==> config.mk <==
export PLATFORM = sky130hd
export DESIGN_NAME = sorted_priority_queue_flat
export DESIGN_NICKNAME = d
export VERILOG_FILES = /design/src/rtl/spq_pkg.sv /design/src/rtl/spq_if.sv /design/src/rtl/spq_cell.sv /design/src/rtl/sorted_priority_queue.sv /design/src/flat_wrapper.sv
export SDC_FILE = /design/constraint.sdc
export NUM_CORES = 2
export LEC_CHECK = 0
export BUFFER_PORTS_ARGS = -buffer_cell sky130_fd_sc_hd__buf_4
export CORE_MARGIN = 2
export CORE_UTILIZATION = 55
export CTS_CLUSTER_DIAMETER = 80
export CTS_CLUSTER_SIZE = 14
export DETAILED_ROUTE_END_ITERATION = 10
export MAX_ROUTING_LAYER = met4
export PLACE_DENSITY_LB_ADDON = 0.3
export SLEW_MARGIN = 10
export SYNTH_ARGS = -nofsm -noshare
export SYNTH_HDL_FRONTEND = slang
export SYNTH_SLANG_ARGS = --single-unit
==> constraint.sdc <==
create_clock -name clk_i -period 9.7 [get_ports clk_i]
set_input_delay 1.94 -clock clk_i [delete_from_list [all_inputs] [get_ports clk_i]]
set_output_delay 1.94 -clock clk_i [all_outputs]
set_load 0.02 [all_outputs]
==> src/rtl/spq_pkg.sv <==
// Package for the sorted priority queue: sizes, opcodes, status codes and the
// control bundle that the top level broadcasts to every storage cell.
// No dependencies.
`timescale 1ns / 1ps

package spq_pkg;

  localparam int QUEUE_DEPTH = 16;
  localparam int VALUE_WIDTH = 32;
  localparam int COUNT_W     = $clog2(QUEUE_DEPTH + 1);

  localparam logic ACT_ENQ = 1'b0;
  localparam logic ACT_DEQ = 1'b1;

  typedef enum logic [1:0] {
    STATUS_OK    = 2'd0,
    STATUS_EMPTY = 2'd1,
    STATUS_FULL  = 2'd2
  } spq_status_e;

  typedef struct packed {
    logic                          enq;
    logic                          deq;
    logic signed [VALUE_WIDTH-1:0] value;
  } spq_cell_ctrl_t;

endpackage

==> src/rtl/spq_if.sv <==
// Valid/ready channel interfaces for the sorted priority queue: the request
// channel and the result channel. Depends on spq_pkg.
`timescale 1ns / 1ps

interface spq_in_if;
  import spq_pkg::*;
  logic                          valid;
  logic                          ready;
  logic                          action;
  logic signed [VALUE_WIDTH-1:0] value;

  modport source (output valid, action, value, input ready);
  modport sink   (input valid, action, value, output ready);
endinterface

interface spq_out_if;
  import spq_pkg::*;
  logic                          valid;
  logic                          ready;
  spq_status_e                   status;
  logic signed [VALUE_WIDTH-1:0] front_value;
  logic                          is_empty;
  logic [COUNT_W-1:0]            entry_count;

  modport source (output valid, status, front_value, is_empty, entry_count, input ready);
  modport sink   (input valid, status, front_value, is_empty, entry_count, output ready);
endinterface

==> src/rtl/spq_cell.sv <==
// One storage cell of the sorted chain: holds one entry, compares it with the
// incoming value and shifts toward or away from its neighbors. Depends on spq_pkg.
`timescale 1ns / 1ps

module spq_cell
  import spq_pkg::*;
(
  input  logic                          clk_i,
  input  spq_cell_ctrl_t                ctrl_i,
  input  logic                          occupied_i,
  input  logic                          left_move_i,
  input  logic signed [VALUE_WIDTH-1:0] left_val_i,
  input  logic signed [VALUE_WIDTH-1:0] right_val_i,
  output logic                          move_o,
  output logic signed [VALUE_WIDTH-1:0] val_q_o,
  output logic signed [VALUE_WIDTH-1:0] val_d_o
);

  logic signed [VALUE_WIDTH-1:0] val_q;
  logic signed [VALUE_WIDTH-1:0] val_d;
  logic                          move;

  // An empty cell, or one holding a strictly larger value, gives way on enqueue.
  assign move = !occupied_i || (val_q > ctrl_i.value);

  always_comb begin
    val_d = val_q;
    if (ctrl_i.enq && move) begin
      // take the left neighbor if it also moves, else the new value lands here
      val_d = left_move_i ? left_val_i : ctrl_i.value;
    end else if (ctrl_i.deq) begin
      val_d = right_val_i;
    end
  end

  always_ff @(posedge clk_i) begin
    val_q <= val_d;
  end

  assign move_o  = move;
  assign val_q_o = val_q;
  assign val_d_o = val_d;

endmodule

==> src/rtl/sorted_priority_queue.sv <==
// Sorted priority queue, smallest value first, built as a row of storage cells.
// Each accepted request beat yields a result beat in the next cycle.
// Throughput: one request per cycle while results are taken; the whole cell row
// compares against the new value and shifts at once.
// Reset clears the entry count and the result valid; cell contents are not
// cleared and are only read below the count.
`timescale 1ns / 1ps

module sorted_priority_queue
  import spq_pkg::*;
(
  input  logic      clk_i,
  input  logic      rst_ni,
  spq_in_if.sink    in_i,
  spq_out_if.source out_o
);

  logic [COUNT_W-1:0] count_q, count_d;
  logic               out_valid_q;
  spq_status_e        status_q, status_d;
  logic signed [VALUE_WIDTH-1:0] front_q, front_d;

  logic fire, full, empty, enq_ok, deq_ok;
  spq_cell_ctrl_t ctrl;

  logic                          move   [QUEUE_DEPTH];
  logic signed [VALUE_WIDTH-1:0] cell_q [QUEUE_DEPTH];
  logic signed [VALUE_WIDTH-1:0] cell_d [QUEUE_DEPTH];

  assign in_i.ready = !out_valid_q || out_o.ready;
  assign fire       = in_i.valid && in_i.ready;
  assign full       = (count_q == COUNT_W'(QUEUE_DEPTH));
  assign empty      = (count_q == '0);
  assign enq_ok     = fire && (in_i.action == ACT_ENQ) && !full;
  assign deq_ok     = fire && (in_i.action == ACT_DEQ) && !empty;

  assign ctrl.enq   = enq_ok;
  assign ctrl.deq   = deq_ok;
  assign ctrl.value = in_i.value;

  genvar gi;
  generate
    for (gi = 0; gi < QUEUE_DEPTH; gi++) begin : g_cell
      logic                          left_move;
      logic signed [VALUE_WIDTH-1:0] left_val;
      logic signed [VALUE_WIDTH-1:0] right_val;

      if (gi == 0) begin : g_head
        assign left_move = 1'b0;
        assign left_val  = '0;
      end else begin : g_body
        assign left_move = move[gi-1];
        assign left_val  = cell_q[gi-1];
      end

      if (gi == QUEUE_DEPTH - 1) begin : g_tail
        assign right_val = '0;
      end else begin : g_mid
        assign right_val = cell_q[gi+1];
      end

      spq_cell u_cell (
        .clk_i       (clk_i),
        .ctrl_i      (ctrl),
        .occupied_i  (COUNT_W'(gi) < count_q),
        .left_move_i (left_move),
        .left_val_i  (left_val),
        .right_val_i (right_val),
        .move_o      (move[gi]),
        .val_q_o     (cell_q[gi]),
        .val_d_o     (cell_d[gi])
      );
    end
  endgenerate

  always_comb begin
    count_d  = count_q;
    status_d = STATUS_OK;
    if (enq_ok) begin
      count_d = count_q + COUNT_W'(1);
    end else if (deq_ok) begin
      count_d = count_q - COUNT_W'(1);
    end
    if (in_i.action == ACT_ENQ && full) begin
      status_d = STATUS_FULL;
    end else if (in_i.action == ACT_DEQ && empty) begin
      status_d = STATUS_EMPTY;
    end
    front_d = (count_d != '0) ? cell_d[0] : '0;
  end

  always_ff @(posedge clk_i or negedge rst_ni) begin
    if (!rst_ni) begin
      count_q     <= '0;
      out_valid_q <= 1'b0;
    end else begin
      if (fire) begin
        count_q <= count_d;
      end
      if (in_i.ready) begin
        out_valid_q <= fire;
      end
    end
  end

  // hold the result payload until the beat is taken
  always_ff @(posedge clk_i) begin
    if (fire) begin
      status_q <= status_d;
      front_q  <= front_d;
    end
  end

  assign out_o.valid       = out_valid_q;
  assign out_o.status      = status_q;
  assign out_o.front_value = front_q;
  assign out_o.is_empty    = (count_q == '0);
  assign out_o.entry_count = count_q;

endmodule

==> src/flat_wrapper.sv <==
// flat-port wrapper written by rule: the top's interface ports become plain ports
module sorted_priority_queue_flat import spq_pkg::*;
  (clk_i, rst_ni, in_i_valid, in_i_action, in_i_value, in_i_ready, out_o_valid, out_o_status, out_o_front_value, out_o_is_empty, out_o_entry_count, out_o_ready);
  spq_in_if in_i_i ();
  spq_out_if out_o_i ();
  input  logic clk_i;
  input  logic rst_ni;
  input wire logic [$bits(in_i_i.valid)-1:0] in_i_valid;
  input wire logic [$bits(in_i_i.action)-1:0] in_i_action;
  input wire logic [$bits(in_i_i.value)-1:0] in_i_value;
  output wire logic [$bits(in_i_i.ready)-1:0] in_i_ready;
  output wire logic [$bits(out_o_i.valid)-1:0] out_o_valid;
  output wire logic [$bits(out_o_i.status)-1:0] out_o_status;
  output wire logic [$bits(out_o_i.front_value)-1:0] out_o_front_value;
  output wire logic [$bits(out_o_i.is_empty)-1:0] out_o_is_empty;
  output wire logic [$bits(out_o_i.entry_count)-1:0] out_o_entry_count;
  input wire logic [$bits(out_o_i.ready)-1:0] out_o_ready;
  assign in_i_i.valid = in_i_valid;
  assign in_i_i.action = in_i_action;
  assign in_i_i.value = in_i_value;
  assign in_i_ready = in_i_i.ready;
  assign out_o_valid = out_o_i.valid;
  assign out_o_status = out_o_i.status;
  assign out_o_front_value = out_o_i.front_value;
  assign out_o_is_empty = out_o_i.is_empty;
  assign out_o_entry_count = out_o_i.entry_count;
  assign out_o_i.ready = out_o_ready;
  sorted_priority_queue u_core (.clk_i(clk_i), .rst_ni(rst_ni), .in_i(in_i_i), .out_o(out_o_i));
endmodule
==> results.sh <==
export IMPL_synth_seq_cells=552
export IMPL_fmax_ghz=0.161
export IMPL_initial_core_util_pct=55.3
export IMPL_power_density_nw_per_um2=216
export IMPL_synth_edf_count=514
export IMPL_antenna_found_initial=4
export IMPL_vias=29600
export IMPL_slew_viol_final=0
export IMPL_setup_violations=0
export IMPL_hold_start="u_core.out_o.valid$_DFFE_PN0N_"
export IMPL_clock_path_buffers=3
export IMPL_synth_top_flop_cell="edfxtp_1"
export IMPL_hpwl_um=80600
export IMPL_syn_to_final_growth_pct=7.03
export IMPL_utilization_pct=59.2
export IMPL_synth_fp_nets=4250
export IMPL_cts_hold_buf=0
export IMPL_finalHoldViolCount=0
export IMPL_r2r_setup_slack_ns=5.15
export IMPL_synth_seq_area_share_pct=41.2
export IMPL_layout_drive_gt1_share_pct=13.6
export IMPL_timing_final_crit_period_ns=6.21
export IMPL_cap_violations=0
export IMPL_drt_total_wl_um=109000
export IMPL_viasPerCell=6.37
export IMPL_synth_top_area_cell="edfxtp_1"
export IMPL_die_width_um=271
export IMPL_syn_area_per_cell_um2=10.6
export IMPL_synth_compound_area_share_pct=13.4
export IMPL_power_leakage_nw=17.1
export IMPL_die_h_um=271
export IMPL_synthMuxAreaShare_pct=15.7
export IMPL_core_um2=71100
export IMPL_instances_no_fill=4652
export IMPL_yosys_area_share_adder_pct=16.4
export IMPL_yosys_area_share_simple_pct=10.1
export IMPL_slowest_delay_ns=1.03
export IMPL_crit_slowest_cell="nand2b_2"
export IMPL_synth_cell_types=80
export IMPL_htree_levels=2
export IMPL_drtIter0Drc=2645
export IMPL_min_to="u_core.out_o.valid$_DFFE_PN0N_"
export IMPL_syn_inst=3698
export IMPL_ir_drop_v=0.000154
export IMPL_finalPower_mw=9.10
export IMPL_cts_made_buffers=45
export IMPL_grt_pass1_wl_um=169000
export IMPL_track_usage_pct=30.0
export IMPL_cpMostUsedCell="buf_4"
export IMPL_drc=0
export IMPL_synth_top_family_by_area="adder cells"
export IMPL_fin_crit_sh_pct=64.0
export IMPL_crit_chain="buf_4 > inv_1 > ha_1 > a21oi_1 > o21ai_0 > a221o_1 > o31ai_1 > and4b_2 > nand2b_2 > nand2_1 > buf_4"
export IMPL_reg2reg_depth=11
export IMPL_cts_resized=0
export IMPL_synth_area_leaders="edfxtp_1, ha_1, mux2_2"
export IMPL_r2r_start="u_core.g_cell[8].u_cell.val_q_o[31]$_DFFE_PP_"
export IMPL_num_rows=98
export IMPL_cp_end_kind="flop"
export IMPL_path_class="in -> reg"
export IMPL_clock_sinks=552
export IMPL_cts_tree="done"
export IMPL_synthesis_area_um2=39300
export IMPL_start_kind="primary input"
export IMPL_yosysMostFrequentCell="ha_1"
export IMPL_first_global_vias=29200
export IMPL_skew_ns=0.0361
export IMPL_ios=79
export IMPL_grt_ovfl_total=0
export IMPL_wl_per_cell_um=23.4
export IMPL_grt_max_degree=66
export IMPL_postRouteAntennaNets=0
export IMPL_synthXorXnorAreaFrac_pct=0.0668
export IMPL_gp_congestion=0.946
export IMPL_crit_fanout=65
export IMPL_placedCellCount=4581
export IMPL_netlist_top_cells_count="ha_1, edfxtp_1, a21oi_1, nand2_1, nor2_1"
export IMPL_rsz0062_at_grt="no"
export IMPL_status="finished clean"
export IMPL_fin_nets=4230
export IMPL_die_area_um2=73700
export IMPL_firstDrtPassIters=6
export IMPL_yosys_area_top_type_share_pct=39.2
export IMPL_ys_async_sr_fraction_pct=1.09
export IMPL_root_buffer="clkbuf_16"
export IMPL_arrival_ns=6.52
export IMPL_r2r_end="u_core.g_cell[8].u_cell.val_q_o[20]$_DFFE_PP_"
export IMPL_hold_depth=2
export IMPL_cts_reportedPaths_clkPinSlew_ns=0.07
export IMPL_setup_tns_final_ns=0
export IMPL_holdCritPathClass="reg -> reg"
export IMPL_yosysWarnings=0
export IMPL_slew_limit_headroom_pct=17.7
export IMPL_clk_latency_ns=0.63
export IMPL_worstPathRequired_ns=10.02
export IMPL_io_buffers=78
export IMPL_post_cts_buffers=0
export IMPL_worstMarginPinSlew_ns=1.23
-- kinds of logic after synthesis --
| kind of cell | Yosys count |
|---|---|
| compound gates | 887 |
| xor+xnor | 3 |
| fa+ha+maj | 515 |
| buf+inv | 277 |
| flops | 552 |
| mux | 578 |
| simple gates | 886 |
-- placed cells by master (no fill, tap or decap), drive strengths merged, types with 7 or more instances in the layout --
cell type / instances
a21o: 65
mux2i: 268
o41a: 32
nor4: 22
mux2: 310
nand2b: 11
o21a: 7
clkbuf: 64
or2: 8
edfxtp: 514
and4: 9
nand3: 34
ha: 515
o211ai: 21
a31oi: 46
nand4: 108
and2: 7
nor3: 17
nand2: 328
inv: 74
a21oi: 397
a2111o: 7
nor2: 297
buf: 137
a221oi: 7
a211oi: 15
o21ai: 234
dfxtp: 32
nor2b: 23
-- layout make-up --
class	count	area, µm²
diodes	5	12.5
clock buffers	64	1250
clock inverters	2	16.3
fillers	5932	29000
inverters	73	274
multi-input cells	2869	22100
flip-flops and latches	552	16200
well taps	950	1190
repair buffers	137	1030
-- worst max-delay path by stage --
stage / to / start / slack (ns)
3_3_place_gp: u_core.g_cell[5].u_cell.val_q_o[24]$_DFFE_PP_ / in_i_value[6] / 2.96
4_1_cts: u_core.g_cell[8].u_cell.val_q_o[6]$_DFFE_PP_ / in_i_value[31] / 3.48
5_1_grt: u_core.g_cell[8].u_cell.val_q_o[20]$_DFFE_PP_ / in_i_value[31] / 3.23
3_5_place_dp: u_core.g_cell[8].u_cell.val_q_o[4]$_DFFE_PP_ / in_i_value[31] / 2.85
6_report: u_core.g_cell[5].u_cell.val_q_o[24]$_DFFE_PP_ / in_i_value[5] / 3.49
2_1_floorplan: u_core.g_cell[11].u_cell.val_q_o[0]$_DFFE_PP_ / in_i_value[19] / 3.08
-- report_power, final --
group	total, mW	internal [mW]	leakage (nW)	switching [mW]
Sequential	3.62	3.24	5.18	0.389
Clock	1.78	0.888	0.610	0.894
Combinational	3.70	1.49	11.3	2.20
Total	9.10	5.62	17.1	3.49
-- state kept, by name (all words and copies together), names as in the netlist --
name and count:
u_core.out_o.entry_count 5, u_core.g_cell.u_cell.val_q_o 512, u_core.out_o.front_value 32, u_core.out_o.valid 1, u_core.out_o.status 2
-- stage by stage --
step	area, µm²	hold WS (ns)	setup slack, ns
after floorplan	39300	0.537	3.08
after global placement	40800	0.521	2.96
after detailed placement	40800	0.526	2.85
after CTS	42100	0.546	3.48
after global routing	42100	0.571	3.23
final	42100	0.539	3.49
-- worst max-delay path: cells and delay by family --
family / cells / cell delay (ns)
AND/OR/NAND/NOR: 3 / 2.11
buffers and inverters: 3 / 1.13
AO/OA/AOI/OAI: 4 / 0.89
adder cells (fa/ha/maj): 1 / 0.38
-- per-layer routing --
layer	track usage [%]	part of all wire [%]	wire length (µm)
met5	-	0	0
met1	38.8	43	46400
met4	13.3	4.7	5140
met2	47.1	46	49700
met3	3.99	6.9	7490
No activity file was read; power rests on OpenSTA's default activity.
